--- src/mrrf_pkg.sv ---
`timescale 1ns / 1ps
`default_nettype none
package mrrf_pkg;

  localparam logic [7:0]  FUNC_READ_HOLDING = 8'h03;
  localparam logic [15:0] CRC_INIT          = 16'hFFFF;
  localparam logic [15:0] CRC_POLY          = 16'hA001;
  localparam int          HDR_BYTES         = 6;
  localparam int          FRAME_BYTES       = 8;
  localparam int          IDX_W             = $clog2(FRAME_BYTES);
  localparam logic [IDX_W-1:0] LAST_IDX     = IDX_W'(FRAME_BYTES - 1);

  typedef struct packed {
    logic [15:0] register_count;
    logic [15:0] start_register;
    logic [7:0]  slave_address;
  } req_t;

  // Header byte k of the frame, k in 0..5.
  function automatic logic [7:0] hdr_byte(input req_t req, input logic [IDX_W-1:0] k);
    logic [7:0] b;
    case (k)
      3'd0:    b = req.slave_address;
      3'd1:    b = FUNC_READ_HOLDING;
      3'd2:    b = req.start_register[15:8];
      3'd3:    b = req.start_register[7:0];
      3'd4:    b = req.register_count[15:8];
      3'd5:    b = req.register_count[7:0];
      default: b = 8'h00;
    endcase
    return b;
  endfunction

  // One byte of CRC-16/Modbus, LSB first.
  function automatic logic [15:0] crc_byte(input logic [15:0] crc_in, input logic [7:0] b);
    logic [15:0] c;
    c = crc_in ^ {8'h00, b};
    for (int i = 0; i < 8; i++) begin
      if (c[0]) c = (c >> 1) ^ CRC_POLY;
      else      c = c >> 1;
    end
    return c;
  endfunction

endpackage
`default_nettype wire

--- src/mrrf_crc_pipe.sv ---
`timescale 1ns / 1ps
`default_nettype none
// One stage per header byte; the request rides along with its running CRC.
module mrrf_crc_pipe (
  input  wire logic            clk,
  input  wire logic            rst_n,
  input  wire logic            in_valid,
  output logic                 in_ready,
  input  wire mrrf_pkg::req_t  in_req,
  output logic                 out_valid,
  input  wire logic            out_ready,
  output mrrf_pkg::req_t       out_req,
  output logic [15:0]          out_crc
);

  localparam int N = mrrf_pkg::HDR_BYTES;

  logic           vld_r   [N];
  logic           vld_nxt [N];
  mrrf_pkg::req_t req_r   [N];
  logic [15:0]    crc_r   [N];
  logic           adv     [N];

  genvar k;
  generate
    for (k = 0; k < N; k++) begin : g_stage
      logic           src_vld;
      mrrf_pkg::req_t src_req;
      logic [15:0]    src_crc;

      if (k == 0) begin : g_first
        assign src_vld = in_valid;
        assign src_req = in_req;
        assign src_crc = mrrf_pkg::CRC_INIT;
      end else begin : g_rest
        assign src_vld = vld_r[k-1];
        assign src_req = req_r[k-1];
        assign src_crc = crc_r[k-1];
      end

      // Stage moves when empty or when its downstream takes its item.
      if (k == N - 1) begin : g_adv_last
        assign adv[k] = !vld_r[k] || out_ready;
      end else begin : g_adv_mid
        assign adv[k] = !vld_r[k] || adv[k+1];
      end

      always_comb begin
        vld_nxt[k] = adv[k] ? src_vld : vld_r[k];
      end

      always_ff @(posedge clk) begin
        if (!rst_n) begin
          vld_r[k] <= 1'b0;
        end else begin
          vld_r[k] <= vld_nxt[k];
        end
      end

      always_ff @(posedge clk) begin
        if (adv[k] && src_vld) begin
          req_r[k] <= src_req;
          crc_r[k] <= mrrf_pkg::crc_byte(src_crc,
                        mrrf_pkg::hdr_byte(src_req, mrrf_pkg::IDX_W'(k)));
        end
      end
    end
  endgenerate

  assign in_ready  = adv[0];
  assign out_valid = vld_r[N-1];
  assign out_req   = req_r[N-1];
  assign out_crc   = crc_r[N-1];

endmodule
`default_nettype wire

--- src/mrrf_serializer.sv ---
`timescale 1ns / 1ps
`default_nettype none
// Holds one finished frame and sends it a byte at a time.
module mrrf_serializer (
  input  wire logic            clk,
  input  wire logic            rst_n,
  input  wire logic            in_valid,
  output logic                 in_ready,
  input  wire mrrf_pkg::req_t  in_req,
  input  wire logic [15:0]     in_crc,
  output logic                 out_tvalid,
  input  wire logic            out_tready,
  output logic [7:0]           out_tdata,
  output logic                 out_tlast
);

  logic [7:0]                frame_r [mrrf_pkg::FRAME_BYTES];
  logic [mrrf_pkg::IDX_W-1:0] idx_r, idx_nxt;
  logic                      vld_r, vld_nxt;
  logic                      load, take, at_last;

  assign at_last  = (idx_r == mrrf_pkg::LAST_IDX);
  assign take     = vld_r && out_tready;
  // Next frame loads as the final byte of the current one leaves.
  assign in_ready = !vld_r || (out_tready && at_last);
  assign load     = in_valid && in_ready;

  always_comb begin
    idx_nxt = idx_r;
    vld_nxt = vld_r;
    if (load) begin
      idx_nxt = '0;
      vld_nxt = 1'b1;
    end else if (take) begin
      idx_nxt = idx_r + 1'b1;
      if (at_last) vld_nxt = 1'b0;
    end
  end

  always_ff @(posedge clk) begin
    if (!rst_n) begin
      idx_r <= '0;
      vld_r <= 1'b0;
    end else begin
      idx_r <= idx_nxt;
      vld_r <= vld_nxt;
    end
  end

  always_ff @(posedge clk) begin
    if (load) begin
      for (int i = 0; i < mrrf_pkg::HDR_BYTES; i++) begin
        frame_r[i] <= mrrf_pkg::hdr_byte(in_req, mrrf_pkg::IDX_W'(i));
      end
      frame_r[mrrf_pkg::HDR_BYTES]     <= in_crc[7:0];
      frame_r[mrrf_pkg::HDR_BYTES + 1] <= in_crc[15:8];
    end
  end

  assign out_tvalid = vld_r;
  assign out_tdata  = frame_r[idx_r];
  assign out_tlast  = at_last;

endmodule
`default_nettype wire

--- src/modbus_read_request_framer_core.sv ---
`timescale 1ns / 1ps
`default_nettype none
// Modbus RTU read-holding-registers request framer. Each request on the in_ stream
// yields the 8-byte frame on the out_ stream: address, 0x03, start hi/lo, count hi/lo,
// CRC low, CRC high (CRC-16/Modbus), with out_tlast on the CRC high byte. The CRC is
// computed in a six-stage pipeline, one header byte per stage, then the frame is loaded
// into the serializer, which sends it from its first byte. The one-byte output port
// limits the request rate: a frame leaves a byte at a time, frames leaving back to back
// with no gap between them. Requests queue in the pipeline while a frame is still
// being sent. Nothing is kept between requests.
module modbus_read_request_framer_core (
  input  wire logic        clk,
  input  wire logic        rst_n,
  input  wire logic        in_tvalid,
  output logic             in_tready,
  input  wire logic [39:0] in_tdata,   // slave_address[7:0], start_register[23:8],
                                       // register_count[39:24]
  output logic             out_tvalid,
  input  wire logic        out_tready,
  output logic [7:0]       out_tdata,  // tx_byte[7:0]
  output logic             out_tlast   // last_byte
);

  mrrf_pkg::req_t req;
  mrrf_pkg::req_t pipe_req;
  logic [15:0]    pipe_crc;
  logic           pipe_valid, pipe_ready;

  assign req.slave_address  = in_tdata[7:0];
  assign req.start_register = in_tdata[23:8];
  assign req.register_count = in_tdata[39:24];

  mrrf_crc_pipe u_crc_pipe (
    .clk       (clk),
    .rst_n     (rst_n),
    .in_valid  (in_tvalid),
    .in_ready  (in_tready),
    .in_req    (req),
    .out_valid (pipe_valid),
    .out_ready (pipe_ready),
    .out_req   (pipe_req),
    .out_crc   (pipe_crc)
  );

  mrrf_serializer u_serializer (
    .clk        (clk),
    .rst_n      (rst_n),
    .in_valid   (pipe_valid),
    .in_ready   (pipe_ready),
    .in_req     (pipe_req),
    .in_crc     (pipe_crc),
    .out_tvalid (out_tvalid),
    .out_tready (out_tready),
    .out_tdata  (out_tdata),
    .out_tlast  (out_tlast)
  );

endmodule
`default_nettype wire

--- config.mk ---
export PLATFORM = sky130hd
export DESIGN_NAME = modbus_read_request_framer_core
export DESIGN_NICKNAME = d
export VERILOG_FILES = /design/src/mrrf_pkg.sv /design/src/mrrf_crc_pipe.sv /design/src/mrrf_serializer.sv /design/src/modbus_read_request_framer_core.sv
export SDC_FILE = /design/constraint.sdc
export NUM_CORES = 1
export LEC_CHECK = 0
export BUFFER_PORTS_ARGS = -buffer_cell sky130_fd_sc_hd__buf_4
export CAP_MARGIN = 30
export CELL_PAD_IN_SITES_DETAIL_PLACEMENT = 1
export CELL_PAD_IN_SITES_GLOBAL_PLACEMENT = 1
export CORE_MARGIN = 8
export CORE_UTILIZATION = 35
export DETAILED_ROUTE_END_ITERATION = 6
export MAX_ROUTING_LAYER = met4
export PLACE_DENSITY = 0.68
export SKIP_CTS_REPAIR_TIMING = 1
export SLEW_MARGIN = 20
export SYNTH_ARGS = -nofsm -noshare
export SYNTH_HDL_FRONTEND = slang
export SYNTH_HIERARCHICAL = 1
export SYNTH_SLANG_ARGS = --single-unit
--- constraint.sdc ---
create_clock -name clk -period 5.7 [get_ports clk]
set_input_delay 0.57 -clock clk [delete_from_list [all_inputs] [get_ports clk]]
set_output_delay 0.57 -clock clk [all_outputs]
set_load 0.02 [all_outputs]
==> results of run 1 <==
## final timing paths
| path | from | to | slack, ps |
|---|---|---|---|
| max | u_serializer/idx_r[0] | in_tready | 2120 |
| min | in_tdata[18] | u_crc_pipe/req_r[0][18] | 240 |
| max reg2reg | u_serializer/idx_r[0] | u_crc_pipe/req_r[0][29] | 2480 |
| min reg2reg | u_crc_pipe/req_r[3][8] | u_crc_pipe/req_r[4][8] | 410 |
## cell usage after synthesis (2+ instances only)
master,number
edfxtp_1,380
xnor2_1,61
xor2_1,35
dfxtp_1,12
mux2i_1,12
nor2b_1,12
a211oi_1,6
nand2_1,5
a21oi_1,4
a221oi_1,4
a311oi_1,4
buf_2,4
mux2_2,4
o21a_1,4
xnor3_1,4
a21boi_0,3
inv_1,3
nand3_1,3
nor2_1,3
a211o_1,2
a311oi_2,2
and2_1,2
ha_1,2
mux2_4,2
nand2b_1,2
nor3_1,2
o221ai_1,2
## critical path, stage by stage (launching register included)
cell,delay [ps]
dfxtp_1,330
ha_1,210
ha_1,190
a21boi_0,560
inv_1,160
and4b_1,460
and3_1,340
nand2_1,100
buf_4,160
## stage by stage
stage,power (uW),hold WS [ps],utilization (%)
finish,5893,243.8,41.95
global route,6078,215.1,41.95
CTS,5974,215.9,41.95
detailed placement,3500,405.2,38.63
global placement,3488,400.5,38.54
floorplan,3434,400.3,-
## state kept, by name (all words and copies together) (netlist names), named ones only
signal,flops
u_crc_pipe/req_r,240
u_crc_pipe/crc_r,83
u_serializer/frame_r,56
u_crc_pipe/vld_r,6
u_serializer/idx_r,3
u_serializer/out_tvalid,1
## layout make-up
type	instances	area, um^2	area share (%)
clock inverter	21	234.0	1.481
tap	511	639.4	4.047
timing repair buffer	63	493.0	3.120
sequential	392	11650	73.74
clock buffer	47	1016	6.430
inverter	3	11.26	0.07127
multi-input combinational	191	1755	11.11
## kinds of logic after synthesis
| family | count (synthesis) |
|---|---|
| muxes | 18 |
| and+or+nand+nor | 33 |
| AOI/OAI and AO/OA | 34 |
| DFF | 392 |
| adders and majority gates | 2 |
| buffers and inverters | 11 |
| xor gates and xnor gates | 104 |
## routing by layer
layer  wire length (um)  GRT usage (%)
met1               8526          10.19
met2              10500          16.49
met3                529          1.538
met4                642          4.050
met5                  0              -
## power by group
part           switching, uW  leakage (uW)  total (uW)  internal (uW)
logic                   91.9      0.000910         177           85.3
clock network            966      0.000596        2460           1490
registers               24.6       0.00360        3260           3230
==> out/qor.yml, run 1 <==
run_status:
  status: "finished clean"
timing:
  fin_skew_ps: 13.17
  fmax_mhz: 279.4
  hold_viol: 0
  slew_violations: 0
  final.setup.tns_ps: 0
  rsz0062_at_grt: "false"
  finalSetupViolations: 0
  setup_ws_ps: 2120
  maxSlewHeadroom_pct: 50.48
  fin_crit_sh_pct: 62.80
  fin_crit_ps: 3580
  worstMarginPinSlew_ps: 741.8
power:
  ir_drop_mv: 0.1767
  leakage_uw: 0.005103
  powerDensity_nw_per_um2: 372.9
logic_synthesis:
  synth-edff-count: 380
  synth.distinct_cells: 42
  synth_top_area_share_pct: 85.08
  async_flop_share_pct: 0
  synth.area.top_cells: "edfxtp_1 85%, xnor2_1 4.0%, xor2_1 2.3%"
  synth_top_family_by_area: "XOR/XNOR gates"
  yosys_warnings: 6
  syn_area_per_cell_um2: 22.58
  synth-main-ff-cell: "edfxtp_1"
  syn_inst: 594
  synth_xor_area_share_pct: 7.538
  synth_fp_nets: 640
  synth-seq-cells: 392
  synth-compound-area-share_pct: 2.127
  yosys.area_share.simple_pct: 1.381
  synthesis.area_um2: 13410
  synth_top_area_cell: "edfxtp_1"
  yosys.area_share.adder_pct: 0.1866
  yosysSeqAreaShare_pct: 86.87
  muxShareOfSynthArea_pct: 1.455
global_route:
  grt_max_degree: 57
  grt_overflow: 0
  first_global_vias: 5722
  antenna_found_initial: 0
  grt_pass1_wl_mm: 31.64
  grt_usage_pct: 9.285
cts:
  cts.sinks: 392
  worstSkewPairLatency_ps: 510
  cts_buffers: 37
  clk_pin_slew_ps: 60
  htreeDepth: 2
  cts_tree: "built"
  cts-root-buf: "clkbuf_16"
  cts_buffer_depth: 3
worst_setup_path:
  startpoint_type: "flip-flop"
  path_class: "flip-flop to output port"
  reg2reg_depth: 9
  crit_fanout: 5
  cp.required_ps: 5130
  arrival_ps: 3010
  setup.worst_path.end_class: "output port"
finish:
  stdcell_count: 1228
  layout-drive-gt1-share_pct: 19.11
  area_delta_synth_final_pct: 17.81
  mostFrequentLayoutCells: "380 x edfxtp_1, 61 x buf_4, 61 x xnor2_1, 39 x clkbuf_16, 35 x xor2_1"
  fillCellCount: 3611
  final_area_um2: 15800
  num_antenna_cells: 0
  final_common_cell: "edfxtp_1"
  nNetsFinal: 734
route:
  drt.antenna.violating_nets: 0
  drt_iter0_drc: 218
  first_pass_iters: 4
  drt-total-wl_mm: 20.20
  num_vias: 5143
  wire_per_inst_um: 16.45
  drc: 0
  via_per_inst: 4.188
floorplanning:
  fp.dieH_um: 211.8
  die-area_um2: 44840
  start_util_pct: 35.61
  rows: 71
  die_w_um: 211.8
  core_area_um2: 37670
  boundaryPins: 55
hold_path:
  min_path_type: "input port to flip-flop"
  min_path_cells: 1
place:
  hpwl_mm: 14.04
  dpl_cell_area_um2: 14550
  dp_slack_ps: 2505
  routabilityCongestion: 0.7656
  placedCellCount: 1160
  port_buffers: 54
job:
  maxCapViolations: 0
(Power assumes the default switching activity.)
==> inputs of run 2 (changes only) <==
PLACE_DENSITY = 0.66   (was 0.68)
clock period = 3.3 ns   (was 5.7 ns; I/O delays follow)
==> out/qor.yml, run 2 (synthesis results as in run 1) <==
timing:
  fmax_mhz: 327.6
  maxSlewHeadroom_pct: 47.01  # -3.5 points
  finalSetupViolations: 0  # unchanged
  hold_viol: 0  # unchanged
  fin_crit_ps: 3053
  worstMarginPinSlew_ps: 793.1  # +51.34 ps
  fin_skew_ps: 10.76  # -2.415 ps
  fin_crit_sh_pct: 92.51
  setup_ws_ps: 247.3  # -1873 ps
  rsz0062_at_grt: "false"
  slew_violations: 0  # unchanged
cts:
  cts-root-buf: "clkbuf_16"
  htreeDepth: 2  # unchanged
  cts_buffers: 39  # +5.4%
  cts_tree: "built"
  clk_pin_slew_ps: 60  # about the same
  cts_buffer_depth: 3  # unchanged
  worstSkewPairLatency_ps: 510  # about the same
  cts.sinks: 392  # unchanged
floorplanning:
  rows: 71  # unchanged
  core_area_um2: 37670  # unchanged
  die_w_um: 211.8  # unchanged
  fp.dieH_um: 211.8  # unchanged
  boundaryPins: 55  # unchanged
  start_util_pct: 35.61  # unchanged
  die-area_um2: 44840  # unchanged
route:
  drt_iter0_drc: 216  # -0.92%
  drt-total-wl_mm: 20.19  # about the same
  first_pass_iters: 4  # unchanged
  wire_per_inst_um: 15.96  # -3.0%
  num_vias: 5291  # +2.9%
  drt.antenna.violating_nets: 0  # unchanged
  drc: 0  # unchanged
  via_per_inst: 4.183  # -0.13%
worst_setup_path:
  r2r_slack_ps: 380  # -2100 ps
  reg2reg_depth: 9  # unchanged
  cp.required_ps: 2970  # -2160 ps
  critPathMostFrequentCell: "ha_1"
  arrival_ps: 2720  # -290 ps
  startpoint_type: "flip-flop"
  crit_fanout: 5  # unchanged
  setup.worst_path.end_class: "output port"
  cp_slowest_cell: "and4b_1"
  cpPeakStageDelay_ps: 450  # -110 ps
  crit_chain: "ha_1 -> ha_1 -> a21boi_0 -> inv_1 -> and4b_1 -> and3_1 -> nand2_1 -> buf_4"
  path_class: "flip-flop to output port"
finish:
  nNetsFinal: 770  # +4.9%
  layout-drive-gt1-share_pct: 19.36  # +0.26 points
  mostFrequentLayoutCells: "380 x edfxtp_1, 62 x buf_4, 61 x xnor2_1, 41 x clkbuf_16, 35 x xor2_1"
  regMostFlops: "u_crc_pipe/req_r"
  num_antenna_cells: 0  # unchanged
  largest_register_ffs: 240  # unchanged
  reg_top3: "u_crc_pipe/req_r x240, u_crc_pipe/crc_r x83, u_serializer/frame_r x56"
  area_delta_synth_final_pct: 20.98
  final_common_cell: "edfxtp_1"
power:
  ir_drop_mv: 0.3242  # +83%
  leakage_uw: 0.005309  # +4.0%
  powerDensity_nw_per_um2: 642.1  # +72%
  power_uw: 10420  # +77%
global_route:
  grt_overflow: 0  # unchanged
  antenna_found_initial: 0  # unchanged
  grt_pass1_wl_mm: 31.51  # -0.39%
  grt_usage_pct: 9.216  # -0.070 points
  first_global_vias: 5653  # -1.2%
  grt_max_degree: 57  # unchanged
job:
  maxCapViolations: 0  # unchanged
place:
  routabilityCongestion: 0.7336  # -4.2%
  hpwl_mm: 13.97  # -0.55%
  port_buffers: 54  # unchanged
  dp_slack_ps: 365.9  # -2140 ps
run_status:
  status: "finished clean"
hold_path:
  min_path_cells: 1  # unchanged
  min_path_type: "input port to flip-flop"
## run 2: cell types whose count changed in the layout (fill, tap and decap cells not counted), sizes merged
cell	before	now
clkinv	11	17
buf	63	65
inv	4	5
dlygate4sd3	0	32
clkbuf	47	45
clkinvlp	4	1
bufinv	5	6
## run 2: report_power, final
part	internal (uW)	switching [uW]
Sequential	5580	43.3
Clock	2740	1720
Combinational	174	166
Total	8490	1930
## run 2: layer usage
metal  vias to the layer above  track usage (%)  wire length (um)
li1                       2564                -                 -
met1                      2595            10.85              8805
met2                        90            15.44             10090
met3                        42            1.745               639
met4                         0            3.834               659
met5                         -                -                 0
## run 2: path summary, 6_finish.rpt
kind / from / to
min reg2reg: u_crc_pipe/crc_r[2][12] / u_crc_pipe/crc_r[3][4]
max reg2reg: u_serializer/idx_r[0] / u_crc_pipe/req_r[0][28]
max: u_serializer/idx_r[0] / in_tready
min: in_tdata[7] / u_crc_pipe/req_r[0][7]
## run 2: area by class of cell
| type | instances | area (um^2) |
|---|---|---|
| clock buffer | 45 | 1041 |
| clock inverter | 26 | 281.5 |
| fill | 3553 | 21440 |
| inverter | 3 | 11.26 |
| multi-input combinational | 191 | 1755 |
| sequential | 392 | 11650 |
| tap | 511 | 639.4 |
| timing repair buffer | 97 | 845.8 |
## run 2: critical path: cells and delay by family, from the launching register on
family	cells	cell delay, ps
buffers and inverters	2	270
AND/OR/NAND/NOR	3	870
AO/OA/AOI/OAI	1	340
adder cells (fa/ha/maj)	2	410
flip-flops	1	330
## run 2: per-stage QoR
stage                     instances  util (%)  TNS (ps)  instance area, um^2  hold WS [ps]
after floorplan                 594         -   -128990                13420         400.3
after global routing           1265     43.08         0                16230         4.399
after CTS                      1233     42.23         0                15910        -29.79
after detailed placement       1162     38.72         0                14580         405.2
final                          1265     43.08         0                16230         23.15
after global placement         1161     38.66         0                14560         401.6
==> inputs of run 3 (changes only) <==
CELL_PAD_IN_SITES_GLOBAL_PLACEMENT = 2   (was 1)
PLACE_DENSITY = 0.7   (was 0.66)
SYNTH_HIERARCHICAL = unset   (was 1)
==> out/qor.yml, run 3 <==
run_status:
  status: "finished clean"
global_route:
  grt_max_degree: 57  # unchanged
  grt_usage_pct: 9.379  # +0.16 points
  grt_pass1_wl_mm: 31.80  # +0.92%
  grtUsageMet1_pct: 10.85  # about the same
  first_global_vias: 5596  # -1.0%
  antenna_found_initial: 0  # unchanged
  met2_usage_pct: 16.28  # +0.84 points
  grt_overflow: 0  # unchanged
  busiest_layer: "met2"
  grt.met3_usage_pct: 1.789  # +0.044 points
logic_synthesis:
  yosys_warnings: 0  # -6
  syn_area_per_cell_um2: 22.95  # +1.6%
  yosysMostFrequentCell: "edfxtp_1"
  synth.distinct_cells: 30  # -29%
  async_flop_share_pct: 0  # unchanged
  synth_top_area_share_pct: 85.45  # +0.37 points
  synth.area.top_cells: "edfxtp_1 85%, xnor2_1 4.1%, xor2_1 2.0%"
  synth_top_area_cell: "edfxtp_1"
  synth-main-ff-cell: "edfxtp_1"
  synth_top_cells_by_count: "380 x edfxtp_1, 63 x xnor2_1, 31 x xor2_1"
  yosysSeqAreaShare_pct: 87.25  # +0.37 points
  syn_inst: 582  # -2.0%
  synth_fp_nets: 628  # -1.9%
  synth-edff-count: 380  # unchanged
  synth-seq-cells: 392  # unchanged
  synthesis.area_um2: 13350  # -0.43%
worst_setup_path:
  startpoint_type: "flip-flop"
  setup.worst_path.end_class: "output port"
  crit_fanout: 16  # +11
  reg2reg_depth: 8  # -1
  arrival_ps: 2390  # -330 ps
  path_class: "flip-flop to output port"
  cp.required_ps: 2970  # about the same
power:
  internal_power_uw: 8176  # -3.7%
  p_comb_share_pct: 3.4  # about the same
  powerDensity_nw_per_um2: 626.2  # -2.5%
  p_switching_uw: 1873  # -2.8%
  seqPwrFrac_pct: 56.0  # +2.0 points
  swShare_pct: 18.64  # +0.15 points
  ir_drop_mv: 0.3383  # +4.4%
  leakage_uw: 0.005241  # -1.3%
  p_clk_share_pct: 40.6  # -2.1 points
  power_uw: 10050  # -3.6%
timing:
  fin_crit_sh_pct: 82.52  # -10 points
  hold_viol: 0  # unchanged
  fin_crit_ps: 2723  # -329.6 ps
  worstMarginPinSlew_ps: 774.7  # -18.42 ps
  fin_skew_ps: 17.74  # +6.987 ps
  fmax_mhz: 367.2  # +12%
  rsz0062_at_grt: "false"
  slew_violations: 0  # unchanged
  maxSlewHeadroom_pct: 48.28  # +1.3 points
  setup_ws_ps: 577.0  # +329.6 ps
  finalSetupViolations: 0  # unchanged
place:
  hpwl_mm: 14.15  # +1.3%
  dp_slack_ps: 726.4  # +360.5 ps
  dpl_cell_area_um2: 14500  # -0.60%
  placedCellCount: 1148  # -1.2%
  port_buffers: 54  # unchanged
  routabilityCongestion: 0.7520  # +2.5%
cts:
  cts_buffers: 38  # -2.6%
  cts_buffer_depth: 3  # unchanged
  cts-root-buf: "clkbuf_16"
  cts_tree: "built"
  clk_pin_slew_ps: 60  # about the same
  worstSkewPairLatency_ps: 510  # about the same
  cts.sinks: 392  # unchanged
  htreeDepth: 2  # unchanged
route:
  via_per_inst: 4.115  # -1.6%
  drt.antenna.violating_nets: 0  # unchanged
  drt_iter0_drc: 196  # -9.3%
  num_vias: 5148  # -2.7%
  first_pass_iters: 5  # +1
  wire_per_inst_um: 16.21  # +1.6%
  drt-total-wl_mm: 20.28  # +0.47%
  drc: 0  # unchanged
finish:
  multi_input_area_um2: 1720  # -2.0%
  stdcell_count: 1251  # -1.1%
  largest_register_ffs: 240  # unchanged
  mostFrequentLayoutCells: "380 x edfxtp_1, 63 x xnor2_1, 63 x buf_4, 39 x clkbuf_16, 34 x dlygate4sd3_1"
  nNetsFinal: 758  # -1.6%
  final_area_um2: 16050  # -1.1%
  seq_area_um2: 11650  # unchanged
  num_antenna_cells: 0  # unchanged
  regMostFlops: "u_crc_pipe.req_r"
  reg_top3: "u_crc_pipe.req_r x240, u_crc_pipe.crc_r x83, u_serializer.frame_r x56"
  fillCellCount: 3559  # +0.17%
  final_common_cell: "edfxtp_1"
  area_delta_synth_final_pct: 20.17
  post-route-util_pct: 42.61  # -0.47 points
  layout-drive-gt1-share_pct: 19.59  # +0.23 points
floorplanning:
  die-area_um2: 44660  # -0.40%
  core_area_um2: 37670  # unchanged
  boundaryPins: 55  # unchanged
  die_w_um: 211.3  # -0.20%
  start_util_pct: 35.45  # -0.15 points
  fp.dieH_um: 211.3  # -0.20%
  rows: 71  # unchanged
job:
  maxCapViolations: 0  # unchanged
hold_path:
  min_path_type: "input port to flip-flop"
  min_path_cells: 1  # unchanged
-- run 3: cell types whose count changed in the layout (fill, tap and decap cells not counted), moves of 4 or more --
cell | before | now
a211oi_1 | 6 | 0
a221oi_1 | 4 | 0
a311oi_1 | 4 | 0
bufinv_16 | 6 | 2
clkbuf_1 | 4 | 9
clkbuf_8 | 0 | 4
clkinv_2 | 10 | 6
mux2_2 | 4 | 8
mux2i_1 | 12 | 6
mux4_2 | 0 | 8
nand3_1 | 3 | 8
nor2b_1 | 9 | 1
o21ai_0 | 1 | 8
xor2_1 | 35 | 31
-- run 3: layout make-up --
class                      instances  share of cell area, %
clock buffer                      52                  6.635
multi-input combinational        179                  10.72
clock inverter                    16                 0.8264
timing repair buffer              98                  5.161
tap                              511                  3.984
inverter                           3                0.07017
sequential                       392                  72.60
-- run 3: cell families (layout without fill, tap and decap cells) --
family | after synthesis | in the layout | synth area share (%)
DFF | 392 | 392 | 87.25
xor gates and xnor gates | 103 | 103 | 7.627
and+or+nand+nor | 31 | 31 | 1.209
muxes | 22 | 22 | 2.474
AOI/OAI and AO/OA | 21 | 21 | 0.9369
buffers and inverters | 11 | 169 | 0.3185
adders and majority gates | 2 | 2 | 0.1874
-- run 3: stage by stage --
stage	hold slack, ps	TNS (ps)
6_report	29.02	0
5_1_grt	6.928	0
4_1_cts	-37.44	0
3_5_place_dp	405.6	0
3_3_place_gp	404.9	0
2_1_floorplan	400.3	-91860
-- run 3: worst paths after layout --
kind / end / from / slack (ps)
worst max-delay path: out_tdata[3] / flip-flop / 580
worst min-delay path: u_crc_pipe.req_r[0][4] / in_tdata[4] / 30
worst max register to register: u_crc_pipe.req_r[2][30] / u_serializer.idx_r[0] / 740
worst min register to register: u_crc_pipe.req_r[4][7] / u_crc_pipe.req_r[3][7] / 410
-- run 3: routing by layer --
layer | wire length, um | vias to the layer above | share of wire, %
met4 | 367 | 0 | 1.8
met3 | 643 | 30 | 3.2
met5 | 0 | - | 0
met2 | 10480 | 75 | 52
met1 | 8798 | 2537 | 43
li1 | - | 2506 | -
-- run 3: power by group through the flow --
stage	Combinational, uW	Clock (uW)	Sequential, uW
final	342	4080	5630
after global routing	381	4360	5640
after CTS	322	4220	5630
after detailed placement	320	0	5730
after global placement	306	0	5730
after floorplan	217	0	5710
-- run 3: worst max-delay path: stages, from the launching register on --
cell and delay [ps]:
dfxtp_1 820, mux4_2 620, mux2_2 280, buf_4 160
